--- src/sv/assert_macros.svh ---
`ifndef ASSERT_MACROS_SVH
`define ASSERT_MACROS_SVH

// same-cycle implication, sampled on clock, off during reset
`define IPV4M_ASSERT_IMP(lbl, ante, cons, msg) \
   lbl: assert property (@(posedge clock) disable iff (reset) (ante) |-> (cons)) \
      else $error(msg);

// next-cycle implication, sampled on clock, off during reset
`define IPV4M_ASSERT_NEXT(lbl, ante, cons, msg) \
   lbl: assert property (@(posedge clock) disable iff (reset) (ante) |=> (cons)) \
      else $error(msg);

`endif

--- src/sv/ipv4m_ram.sv ---
module ipv4m_ram #(
   parameter int WIDTH = 8,
   parameter int DEPTH = 16,
   localparam int AW = $clog2(DEPTH)
) (
   input  logic             clock,
   input  logic             wr_en,
   input  logic [AW-1:0]    wr_addr,
   input  logic [WIDTH-1:0] wr_data,
   input  logic             rd_en,
   input  logic [AW-1:0]    rd_addr,
   output logic [WIDTH-1:0] rd_data
);

   logic [WIDTH-1:0] mem [DEPTH];
   logic [WIDTH-1:0] rd_data_ff;

   always_ff @(posedge clock) begin
      if (wr_en) begin
         mem[wr_addr] <= wr_data;
      end
      if (rd_en) begin
         rd_data_ff <= mem[rd_addr];
      end
   end

   assign rd_data = rd_data_ff;

endmodule

--- config.mk ---
export PLATFORM = sky130hd
export DESIGN_NAME = ipv4m_ram
export DESIGN_NICKNAME = d
export VERILOG_FILES = /design/src/sv/assert_macros.svh /design/src/sv/ipv4m_ram.sv
export SDC_FILE = /design/constraint.sdc
export NUM_CORES = 1
export LEC_CHECK = 0
export BUFFER_PORTS_ARGS = -buffer_cell sky130_fd_sc_hd__buf_2
export CORE_MARGIN = 2
export CORE_UTILIZATION = 40
export CTS_CLUSTER_SIZE = 20
export DETAILED_ROUTE_END_ITERATION = 10
export PLACE_DENSITY_LB_ADDON = 0.3
export SLEW_MARGIN = 15
export SYNTH_ARGS = -nofsm -noshare
export SYNTH_HDL_FRONTEND = slang
export SYNTH_SLANG_ARGS = --single-unit
--- constraint.sdc ---
create_clock -name clock -period 2.3 [get_ports clock]
set_input_delay 0.46 -clock clock [delete_from_list [all_inputs] [get_ports clock]]
set_output_delay 0.46 -clock clock [all_outputs]
set_load 0.02 [all_outputs]
Word level (Yosys, flattened, before mapping)
Memory sizes are Yosys's and may differ from the RTL's. A register that Yosys moved wholly into a read port is not among the register bits.
Index checks and enable logic that the tools add are counted.
- mux-type cells: 2
- operators with widths (cell ; count):
    $mux 1 ; 2
- flip-flop bits (word level): 0
- RAM bits: 128
- input bits: 19
- output and inout bits: 8
- word-level logic and storage cells: 3
- memories kept: 1
- memories (memory ; words ; width ; read ports ; clocked after Yosys merged registers in ; write ports ; line ; text):
    mem ; 16 ; 8 ; 1 ; 1 ; 1 ; ipv4m_ram.sv:15 ; logic [WIDTH-1:0] mem [DEPTH];

Logic depth before layout (Yosys ltp)
- depth in word-level cells: 2
- depth in mapped cells: 5
- gate-level depth less buffers: 3

Worst setup path before layout
Ideal clock, no wire load.
- path kind: input to register
- start point: in wr_addr[2]
- end point: mem mem[0][0] (enable)
- setup time: 0.383 ns
- data arrival time: 1.570 ns
- data required time: 1.917 ns
- slack: 0.347 ns
- stages on the path: 2
- buffers on the path: 0
- cells stage by stage: or3b_2 > nor3_1
- RTL lines (item ; line ; text):
    start, declared ; ipv4m_ram.sv:8 ; input logic [AW-1:0] wr_addr,
    end, declared ; ipv4m_ram.sv:15 ;
Straight into the memory's write port.

==> impl_metrics.ini <==
[global_route]
grt_pass1_wl_um = 14700
track_usage = 0.149
grt_max_degree = 33
antenna_found_initial = 0
grt_pass1_vias = 2452
grt.overflow.total = 0

[place]
dpl_cell_area_mm2 = 0.00566
port-buffer-count = 26
placedCellCount = 437
hpwlAfterDp_um = 6070
gp_congestion = 0.727
pre_cts_ws_ns = 0.233

[clocking]
post_cts_buffers = 0
cts_tree = done
ctsResizeCount = 0
cts-root-buf = clkbuf_16
cts_buffer_depth = 2
cts_made_buffers = 17
clkTransAtPathRegs_ns = 0.06
cts_hold_buf = 0
insertion_delay_ns = 0.41
cts_sinks = 136
h-tree-depth = 4

[finish]
seqCellArea_mm2 = 0.00408
multi_input_area_mm2 = 0.00106
layout-drive-gt1-share = 0.316
finalInstanceArea_mm2 = 0.00629
layout.cells.non_filler = 469
nets = 303
fin_util = 0.496
diodes = 0
syn_to_final_growth_pct = 20.2
num-fill-cells = 990

[floorplan]
fp.dieH_um = 118
core_mm2 = 0.0127
die_area_mm2 = 0.0140
die_width_um = 118
start_util = 0.413
fp-row-count = 41
ioPinCount = 27

[run_status]
outcome = finished, final reports clean

[sta]
post-route-period-util = 0.707
period_needed_ns = 1.63
fin_ws_ns = 0.673
rsz0062_at_grt = no
finClkSkew_ns = 0.00368
hold_violations = 0
holdWs_ns = 0.427
drv_slew = 0
setup_viol = 0
max_slew_margin = 0.734
tightest_slew_ns = 0.398
fmax_mhz = 615
fin_setup_tns_ns = 0

[worst_setup_path]
cp-start-kind = primary input
cp.required_ns = 2.45
r2r-start = mem[0][1]$_DFFE_PP_
critPathMaxStageDelay_ns = 0.58
crit_type = primary input to register
r2r_end = rd_data[1]$_DFFE_PP_
ff2ff_setup_slack_ns = 0.82
cp_max_fo = 32
path_depth = 5
end_kind = register
critPathSlowestCell = mux4_1
r2r_cells = 3
critPathLaunch = rd_addr[0]
worstPathCellList = buf_2, buf_12, mux4_1, a22oi_1, nand2_1
worst-path-buf-inv = 2
critPathTopFamily = multiplexers
cp-endpoint = rd_data[1]$_DFFE_PP_
cp.arrival_ns = 1.78

[synth]
postSynthAreaPerCell_um2 = 22.8
syn_inst = 229
yosysWarnings = 0
synthDistinctLibCells = 18
synthesis.area_mm2 = 0.00523
ys_seq_area_frac = 0.781
synthesis.nets = 248
synth-seq-cells = 136

[min_path]
min_path_type = primary input to register
worstHoldStart = rd_en

[route]
routed_wirelength_um = 9680
drc = 0
viasPerCell = 5.19
drt-wirelength-per-cell_um = 20.6
drtIter0Drc = 176
dr_total_vias = 2436
ant_nets = 0
dr.pass1.iters = 4

[power_and_ir_drop]
switching_share = 0.198
internal_power_mw = 4.72
peakVddDrop_v = 0.000493
pwr-share-seq = 0.477
clock_power_share = 0.478
total_power_mw = 5.89
pwr-share-comb = 0.044
p_switching_mw = 1.17
powerDensity_mw_per_mm2 = 937
leakage_nw = 2.12

[flow_run]
cap_violations = 0
## power by group through the flow
stage | combinational, mW | sequential [mW] | clock (mW)
final | 0.261 | 2.81 | 2.82
after global routing | 0.284 | 2.81 | 2.96
after CTS | 0.268 | 2.81 | 2.86
after detailed placement | 0.267 | 2.86 | 0
after global placement | 0.264 | 2.86 | 0
after floorplan | 0.141 | 2.87 | 0
## flip-flops by register name (all words and copies together) (netlist names)
signal,cells
rd_data,8
mem,128
## logic make-up (layout without fill, tap and decap cells)
group                  count (synthesis)  in the layout  synth area share
buffers and inverters                 10             78            0.0165
multiplexers                          32             32             0.148
flip-flops                           136            136             0.781
AND/OR/NAND/NOR                       35             35            0.0314
AO/OA/AOI/OAI                         16             16            0.0230
## how the worst min path moves through the flow
| stage | endpoint | slack [ns] | cells after the start |
|---|---|---|---|
| after floorplan | mem[0][0]$_DFFE_PP_ | 0.56 | 0 |
| after global placement | rd_data[6]$_DFFE_PP_ | 0.73 | 3 |
| after detailed placement | rd_data[6]$_DFFE_PP_ | 0.74 | 3 |
| after CTS | rd_data[3]$_DFFE_PP_ | 0.42 | 1 |
| after global routing | rd_data[3]$_DFFE_PP_ | 0.42 | 1 |
| final | rd_data[5]$_DFFE_PP_ | 0.43 | 1 |
## Yosys cell counts
library cell / n / area share
and2b_1: 1 / 0.0014
or3b_2: 1 / 0.0017
nand3b_1: 2 / 0.0029
clkdlybuf4s25_2: 3 / 0.0057
nand2b_1: 2 / 0.0024
nor2b_1: 1 / 0.0012
nor2_1: 13 / 0.0093
buf_4: 1 / 0.0014
nor3_1: 4 / 0.0038
buf_6: 3 / 0.0065
mux4_1: 14 / 0.070
and2_1: 1 / 0.0012
nand2_1: 9 / 0.0065
edfxtp_1: 136 / 0.78
mux4_2: 18 / 0.078
buf_2: 3 / 0.0029
a22oi_1: 16 / 0.023
nand3_1: 1 / 0.00096
## metal layers
metal | GRT usage | wire [um]
met1 | 0.198 | 4120
met2 | 0.232 | 4930
met3 | 0.0439 | 487
met4 | 0.0610 | 145
met5 | 0 | 0
## placed cells by master (no fill, tap or decap), drive strengths merged
| master | count |
|---|---|
| a22oi | 16 |
| and2 | 1 |
| and2b | 1 |
| buf | 46 |
| bufinv | 4 |
| clkbuf | 17 |
| clkinv | 5 |
| clkinvlp | 2 |
| edfxtp | 136 |
| inv | 4 |
| mux4 | 32 |
| nand2 | 9 |
| nand2b | 2 |
| nand3 | 1 |
| nand3b | 2 |
| nor2 | 13 |
| nor2b | 1 |
| nor3 | 4 |
| or3b | 1 |
## worst reg2reg max path: cells and delay by family (launching register included)
| kind | cells | cell delay (ns) |
|---|---|---|
| flops | 1 | 0.37 |
| simple gates | 1 | 0.10 |
| mux | 1 | 0.49 |
| compound gates | 1 | 0.27 |
## area by class of cell
cell class,count,area share
well taps,172,0.0342
clock buffers,17,0.0677
repair buffers,46,0.0486
flip-flops and latches,136,0.650
clock inverters,15,0.0316
multi-input cells,83,0.168
Note: power is estimated with default switching activity, not from simulation.
