**src/sv/assert_macros.svh**
```systemverilog
`ifndef ASSERT_MACROS_SVH
`define ASSERT_MACROS_SVH

// same-cycle implication, sampled on clock, off during reset
`define IPV4M_ASSERT_IMP(lbl, ante, cons, msg) \
   lbl: assert property (@(posedge clock) disable iff (reset) (ante) |-> (cons)) \
      else $error(msg);

// next-cycle implication, sampled on clock, off during reset
`define IPV4M_ASSERT_NEXT(lbl, ante, cons, msg) \
   lbl: assert property (@(posedge clock) disable iff (reset) (ante) |=> (cons)) \
      else $error(msg);

`endif

```
**src/sv/ipv4m_pkg.sv**
```systemverilog
package ipv4m_pkg;

   localparam int KEY_WIDTH       = 32;
   localparam int ENTRY_WIDTH     = KEY_WIDTH + 1;
   localparam int BUCKETS_DEFAULT = 4096;
   localparam int WAYS_DEFAULT    = 4;
   localparam int CSR_INDEX_WIDTH = 2;
   localparam int CSR_DATA_WIDTH  = 32;

   localparam logic [KEY_WIDTH-1:0] HASH_INIT = 32'hdeadbeef;

   localparam logic [CSR_INDEX_WIDTH-1:0] CSR_MATCH_SIDE   = 2'd0;
   localparam logic [CSR_INDEX_WIDTH-1:0] CSR_MATCH_INVERT = 2'd1;
   localparam logic [CSR_INDEX_WIDTH-1:0] CSR_HASH_SEED    = 2'd2;

   typedef enum logic [1:0] {
      MODE_MATCH  = 2'd0,
      MODE_ADD    = 2'd1,
      MODE_REMOVE = 2'd2,
      MODE_FLUSH  = 2'd3
   } mode_type;

   typedef struct packed {
      mode_type             mode;
      logic [KEY_WIDTH-1:0] source_address;
      logic [KEY_WIDTH-1:0] dest_address;
   } req_type;

   typedef struct packed {
      logic hit;
      logic status;
   } rsp_type;

   typedef struct packed {
      logic                 valid;
      logic [KEY_WIDTH-1:0] addr;
   } entry_type;

   function automatic logic [KEY_WIDTH-1:0] rotl32(input logic [KEY_WIDTH-1:0] x,
                                                   input logic [4:0] r);
      return (x << r) | (x >> (6'd32 - {1'b0, r}));
   endfunction

endpackage

```
**src/sv/ipv4m_hash.sv**
```systemverilog
module ipv4m_hash import ipv4m_pkg::*; #(
   parameter int BUCKETS = BUCKETS_DEFAULT,
   localparam int BW = $clog2(BUCKETS)
) (
   input  logic                 clock,
   input  logic                 reset,
   input  logic                 start,
   input  logic [KEY_WIDTH-1:0] key,
   input  logic [KEY_WIDTH-1:0] seed,
   output logic                 done,
   output logic [BW-1:0]        bucket
);

   localparam bit                 IS_POW2   = (BUCKETS & (BUCKETS - 1)) == 0;
   localparam int                 PROD_W    = 2 * KEY_WIDTH + 1;
   localparam logic [63:0]        RECIP_NUM = 64'd1 << (KEY_WIDTH + BW);
   localparam logic [KEY_WIDTH:0] RECIP     =
      (KEY_WIDTH + 1)'((RECIP_NUM + 64'(BUCKETS) - 64'd1) / 64'(BUCKETS));
   localparam logic [BW-1:0]      DIVISOR   = BW'(BUCKETS);
   localparam logic [2:0]         MIX_LAST  = 3'd6;

   typedef enum logic [1:0] {
      H_IDLE,
      H_MIX,
      H_RECIP,
      H_REDUCE
   } hstate_type;

   hstate_type           state_ff, state_in;
   logic                 done_ff, done_in;
   logic [BW-1:0]        bucket_ff, bucket_in;
   logic [KEY_WIDTH-1:0] a_ff, a_in, b_ff, b_in, c_ff, c_in;
   logic [KEY_WIDTH-1:0] a_mix, b_mix, c_mix;
   logic [2:0]           step_ff, step_in;
   logic [KEY_WIDTH-1:0] q_ff, q_in;
   logic [PROD_W-1:0]    prod;
   logic [BW-1:0]        r_red;

   // one step of the jhash final mix per cycle
   always_comb begin
      a_mix = a_ff;
      b_mix = b_ff;
      c_mix = c_ff;
      unique case (step_ff)
         3'd0: c_mix = (c_ff ^ b_ff) - rotl32(b_ff, 5'd14);
         3'd1: a_mix = (a_ff ^ c_ff) - rotl32(c_ff, 5'd11);
         3'd2: b_mix = (b_ff ^ a_ff) - rotl32(a_ff, 5'd25);
         3'd3: c_mix = (c_ff ^ b_ff) - rotl32(b_ff, 5'd16);
         3'd4: a_mix = (a_ff ^ c_ff) - rotl32(c_ff, 5'd4);
         3'd5: b_mix = (b_ff ^ a_ff) - rotl32(a_ff, 5'd14);
         3'd6: c_mix = (c_ff ^ b_ff) - rotl32(b_ff, 5'd24);
         default: ;
      endcase
   end

   // remainder by bucket count: quotient by reciprocal multiply, then low bits of c - q * n
   assign prod  = PROD_W'(c_ff) * PROD_W'(RECIP);
   assign r_red = c_ff[BW-1:0] - q_ff[BW-1:0] * DIVISOR;

   always_comb begin
      state_in  = state_ff;
      done_in   = 1'b0;
      bucket_in = bucket_ff;
      a_in      = a_ff;
      b_in      = b_ff;
      c_in      = c_ff;
      step_in   = step_ff;
      q_in      = q_ff;
      unique case (state_ff)
         H_IDLE: begin
            if (start) begin
               a_in     = key + HASH_INIT;
               b_in     = HASH_INIT;
               c_in     = seed;
               step_in  = 3'd0;
               state_in = H_MIX;
            end
         end
         H_MIX: begin
            a_in    = a_mix;
            b_in    = b_mix;
            c_in    = c_mix;
            step_in = step_ff + 3'd1;
            if (step_ff == MIX_LAST) begin
               if (IS_POW2) begin
                  done_in   = 1'b1;
                  bucket_in = c_mix[BW-1:0];
                  state_in  = H_IDLE;
               end else begin
                  state_in = H_RECIP;
               end
            end
         end
         H_RECIP: begin
            q_in     = KEY_WIDTH'(prod >> (KEY_WIDTH + BW));
            state_in = H_REDUCE;
         end
         H_REDUCE: begin
            done_in   = 1'b1;
            bucket_in = r_red;
            state_in  = H_IDLE;
         end
         default: state_in = H_IDLE;
      endcase
   end

   always_ff @(posedge clock) begin
      a_ff      <= a_in;
      b_ff      <= b_in;
      c_ff      <= c_in;
      step_ff   <= step_in;
      q_ff      <= q_in;
      bucket_ff <= bucket_in;
      if (reset) begin
         state_ff <= H_IDLE;
         done_ff  <= 1'b0;
      end else begin
         state_ff <= state_in;
         done_ff  <= done_in;
      end
   end

   assign done   = done_ff;
   assign bucket = bucket_ff;

endmodule

```
**config.mk**
```make
export PLATFORM = sky130hd
export DESIGN_NAME = ipv4m_hash
export DESIGN_NICKNAME = d
export VERILOG_FILES = /design/src/sv/assert_macros.svh /design/src/sv/ipv4m_pkg.sv /design/src/sv/ipv4m_hash.sv
export SDC_FILE = /design/constraint.sdc
export NUM_CORES = 1
export LEC_CHECK = 0
export BUFFER_PORTS_ARGS = -buffer_cell sky130_fd_sc_hd__buf_2
export CORE_MARGIN = 2
export CORE_UTILIZATION = 40
export CTS_BUF_LIST = sky130_fd_sc_hd__clkbuf_16
export CTS_CLUSTER_DIAMETER = 80
export CTS_CLUSTER_SIZE = 40
export DETAILED_ROUTE_END_ITERATION = 8
export SYNTH_ARGS = -nofsm -noshare
export SYNTH_HDL_FRONTEND = slang
export SYNTH_SLANG_ARGS = --single-unit
```
**constraint.sdc**
```tcl
create_clock -name clock -period 7.46 [get_ports clock]
set_input_delay 0.746 -clock clock [delete_from_list [all_inputs] [get_ports clock]]
set_output_delay 0.746 -clock clock [all_outputs]
set_load 0.01 [all_outputs]
```
After elaboration in Yosys (flattened, before gate mapping)
Index checks and enable logic that the tools add are counted.
{ "word_totals": {"reg_bits": 114, "inputBits": 67, "out_inout_bits": 13, "word_cells": 69} }
{ "classes": {"n_addsub": 9, "eq_ne": 14, "n_mux": 18, "bitwise": 10, "reduce_logical": 10} }
{ "op_table": {"columns": ["operator", "count"], "rows": [
  ["32-bit case mux with 2 select lines", 5],
  ["32-bit subtractor", 7],
  ["32-bit two-way mux", 3],
  ["32-bit case mux with 3 select lines", 1],
  ["32-bit XOR", 3],
  ["32-bit by 14-bit bitwise OR with 32-bit output", 2],
  ["32-bit adder, second input constant", 1],
  ["32-bit by 11-bit bitwise OR with 32-bit output", 1],
  ["32-bit by 16-bit bitwise OR with 32-bit output", 1],
  ["32-bit by 24-bit bitwise OR with 32-bit output", 1],
  ["32-bit by 25-bit bitwise OR with 32-bit output", 1],
  ["32-bit by 4-bit bitwise OR with 32-bit output", 1],
  ["12-bit case mux with 2 select lines", 1],
  ["12-bit two-way mux", 1],
  ["3-bit == test, second input constant", 3],
  ["3-bit AND reduction", 3],
  ["2-bit case mux with 4 select lines", 1],
  ["3-bit by 2-bit == test with 1-bit output, second input constant", 2],
  ["3-bit by 1-bit != test with 1-bit output, second input constant", 2],
  ["3-bit case mux with 2 select lines", 1],
  ["2-bit AND reduction", 3],
  ["2-bit == test, second input constant", 2],
  ["2-bit two-way mux", 2],
  ["2-bit != test, second input constant", 2],
  ["10 further kinds", 11]
]} }

Logic depth before layout (Yosys ltp)
{ "logic_depth": {"depth_word": 5, "depth_mapped": 19, "ltp_nobuf": 17} }

Worst setup path before layout
OpenSTA, ideal clock, no wires.
{ "synth_timing": {"path_type": "register to register", "start": "register step_ff[0]", "end": "register c_ff[23] (data pin)", "setup_ns": 0.257, "arrival_ns": 3.691, "required_ns": 7.203, "slack_ns": 3.512, "stages_incl_launch_ff": 18, "synth_period_minus_slack_ns": 3.948, "cell_sequence": "edfxtp_1 > inv_1 > ha_1 > and2_1 > clkbuf_1 > a21oi_2 > clkbuf_1 > nor2_1 > a221oi_1 > ha_1 > buf_2 > and3_1 > a31oi_1 > o21ai_2 > a31oi_1 > o21bai_1 > or3_1 > a32o_1"} }
{ "synth_between": {"elab_chain_cells": 3, "word_cells_on_any_way": 5, "cone_classes": "2 x eq/ne; 2 x mux; 1 x reduce/logical"} }
{ "synth_rtl": {"columns": ["item", "line_no", "rtl"], "rows": [
  ["start, declared", "ipv4m_hash.sv:34", "logic [2:0] step_ff, step_in;"],
  ["start signal, assigned", "ipv4m_hash.sv:111", "step_ff <= step_in;"],
  ["3-bit == test (tied with other cells)", "ipv4m_hash.sv:44", "unique case (step_ff)"],
  ["32-bit case mux with 3 select lines *", "ipv4m_hash.sv:44", null],
  ["32-bit case mux with 2 select lines *", "ipv4m_hash.sv:69", "unique case (state_ff)"],
  ["named net c_in[23]", "ipv4m_hash.sv:32", "logic [KEY_WIDTH-1:0] a_ff, a_in, b_ff, b_in, c_ff, c_in;"],
  ["end signal, assigned", "ipv4m_hash.sv:110", "c_ff <= c_in;"],
  ["end, declared", "ipv4m_hash.sv:32", null]
]} }
Mark *: on every way through the listed nets, which the timed path passes. The rest lies on a longest branch.
A chain may end at the register's enable or synchronous reset.

Worst setup path in the final report
{ "layout_timing": {"start": "register step_ff[0]", "end": "register c_ff[31] (data pin)"} }
Same word-level chain as after synthesis.

==> flow_summary.json <==
{
  "async_flop_share": 0,
  "start_util": 0.4086,
  "synth-simple-area-share": 0.1451,
  "ff2ff_path_depth": 19,
  "post_drt_via_cell_ratio": 5.954,
  "cts_buffer_depth": 2,
  "synth_area_sq_um": 12210,
  "yosysTopAreaCellShare": 0.2731,
  "nFillCells": 2884,
  "syn_area_per_cell_sq_um": 8.838,
  "placed_cells": 1800,
  "cts_setup_buffers": 0,
  "sw_frac_of_total": 0.5029,
  "arrival_ps": 4880,
  "hold_viol_final": 0,
  "ir_worst_vdd_mv": 0.1770,
  "whs_path_depth": 2,
  "cts_sinks": 114,
  "syn_nets": 1550,
  "rows": 63,
  "synth_xor_area_frac": 0.1392,
  "drive_gt1_frac": 0.1144,
  "criticalPathCategory": "flop to flop",
  "grt_max_degree": 66,
  "tritoncts": "yes",
  "required_ps": 7630,
  "antenna_found_initial": 0,
  "ys_seq_elements": 114,
  "vias": 10910,
  "min_period_ps": 4709,
  "drt-pass1-iter-count": 6,
  "synth-seq-area-share": 0.2780,
  "crit_path_end_kind": "flop",
  "ys_warn_count": 0,
  "num_antenna_cells": 0,
  "synth_top_family_by_area": "compound AO/OA/AOI/OAI gates",
  "grt_pass1_wl_mm": 61.33,
  "synth_common_cells": "nand2_1, xor2_1, edfxtp_1, a21oi_1, nor2_1",
  "numCtsBuffers": 17,
  "cts_root_buf": "clkbuf_16",
  "first_global_vias": 10460,
  "netlist_instances": 1381,
  "fmax_mhz": 212.4,
  "finalNetCount": 1598,
  "fp.dieW_um": 178.7,
  "status": "finished, final reports clean",
  "drv_slew": 0,
  "yosysTopAreaCell": "edfxtp_1",
  "wl_per_cell_um": 21.69,
  "cellLeakagePower_nw": 5.857,
  "io_buffer_count": 79,
  "synth.distinct_cells": 74,
  "final_antenna_net_count": 0,
  "fp.dieH_um": 178.7,
  "dpl.hpwl_mm": 30.84,
  "cts_max_level": 4,
  "yosys.area_share.adder": 0.1064,
  "layout.cells.non_filler": 1832,
  "synth-compound-area-share": 0.2318,
  "p_sw_mw": 3.775,
  "timing.slew.headroom": 0.2150,
  "critPathMaxFanout": 64,
  "core_area_sq_um": 29870,
  "synth_flop_cell": "edfxtp_1",
  "startpoint_type": "flop",
  "synthTopCellsByArea": "edfxtp_1, ha_1, xor2_1",
  "die_area_sq_um": 31930,
  "seqPwrFrac": 0.204,
  "cts.hold.buffers_added": 0,
  "min_path_type": "input port to flop",
  "drv_cap": 0,
  "worst_slew_pin_slew_ps": 1177,
  "wirelength_mm": 39.74,
  "cts.reportedPaths.clkPinSlew_ps": 60,
  "cts_resized": 0,
  "synthMuxAreaShare": 0.07176,
  "clk_latency_ps": 430,
  "power_frac_clock": 0.114,
  "setup_viol": 0,
  "area_growth_pct": 11.34,
  "overflow": 0,
  "drtIter0Drc": 1026,
  "grt_usage": 0.2532,
  "fin_tns_setup_ps": 0,
  "p_int_mw": 3.731,
  "drcViolationCount": 0,
  "p_comb_frac": 0.682,
  "place.gp.congestion": 0.9632,
  "synth-edff-count": 111,
  "rsz0062_at_grt": "false",
  "finalCritPeriodShare": 0.6312,
  "yosysMostFrequentCell": "nand2_1",
  "ios": 80,
  "fin_skew_ps": 15.57,
  "powerDensity_nw_per_um2": 552.4
}
critical path, stage by stage, from the launching register on:
cell and delay, ps:
edfxtp_1 410, inv_1 90, ha_1 210, and2_1 130
buf_4 250, a21oi_4 150, buf_4 480, nor2_1 100
a221o_1 320, inv_1 80, ha_1 210, nor2b_1 140
o31a_1 260, o21ai_1 250, o21ai_2 130, a31oi_1 320
o21bai_1 250, o21ai_0 300, nand2_1 100, a221o_1 290
cell type report:
class                   instances  area [sq um]  share of cell area
repair buffers                 88         462.9             0.03407
well taps                     390         488.0             0.03591
multi-input cells            1179          8543              0.6287
clock inverters                15         167.7             0.01234
inverters                      29         108.9            0.008010
flip-flops and latches        114          3393              0.2497
clock buffers                  17         425.4             0.03130
power groups by stage:
stage	Clock, mW	Combinational (mW)	Sequential [mW]
detailed placement	0	5.01	1.51
finish	0.856	5.12	1.53
global placement	0	5.01	1.52
global route	0.885	5.69	1.52
floorplan	0	4.07	1.22
CTS	0.855	5.06	1.51
state kept, by name, indices dropped and copies added (netlist names):
| signal | flops |
|---|---|
| a_ff | 32 |
| b_ff | 32 |
| bucket | 12 |
| c_ff | 32 |
| done | 1 |
| state_ff | 2 |
| step_ff | 3 |
kinds of logic (layout without fill, tap and decap cells):
kind of cell	after synthesis	count (layout)
compound gates	410	410
xor+xnor	194	194
buf+inv	88	149
fa+ha+maj	102	102
mux	86	86
simple gates	387	387
flops	114	114
stage by stage:
| stage | utilization | cell area (sq um) | power, mW | hold WS (ps) | worst slack [ps] |
|---|---|---|---|---|---|
| after global routing | 0.4549 | 13590 | 8.101 | 507.9 | 2422 |
| after global placement | 0.4350 | 13000 | 6.532 | 605.0 | 2909 |
| after CTS | 0.4549 | 13590 | 7.416 | 507.2 | 2829 |
| after detailed placement | 0.4350 | 13000 | 6.521 | 615.9 | 2837 |
| final | 0.4549 | 13590 | 7.506 | 512.8 | 2751 |
| after floorplan | - | 12210 | 5.285 | 508.1 | 3512 |
cell usage in the layout (no fill, tap or decap), types with 5 or more instances in the layout:
master and n:
o21ai_1 7, mux2i_1 74, nor3b_1 5, a21oi_1 105, mux2_2 12, and3_1 10, a22o_1 13, clkinv_2 6
nor3_1 15, inv_1 30, and2_1 12, buf_2 79, ha_1 99, nand3_1 23, xnor2_1 58, edfxtp_1 111
o21bai_1 14, or3_1 8, nand2_1 148, a31oi_1 15, nor2b_1 13, nor2_1 105, o21ai_0 67, o21ai_2 6
a221oi_1 33, nand2b_1 16, nor4_1 5, a21boi_0 5, buf_4 9, o21a_1 10, a21o_1 56, nand4_1 14
xor2_1 136, clkbuf_16 17, a211oi_1 10, o31ai_1 12
final timing paths:
| path | startpoint | to | slack (ps) |
|---|---|---|---|
| worst max-delay path | step_ff[0] | c_ff[31] | 2750 |
| worst min-delay path | reset | done | 510 |
| worst max register to register | step_ff[0] | c_ff[31] | 2750 |
| worst min register to register | state_ff[1] | state_ff[1] | 620 |
routing by layer:
layer	up-vias	part of all wire	GRT usage
met2	438	0.46	0.4120
met1	5172	0.45	0.3415
met3	79	0.063	0.03796
met5	-	0	0
li1	5218	-	-
met4	0	0.030	0.09045
(Power assumes the default switching activity.)
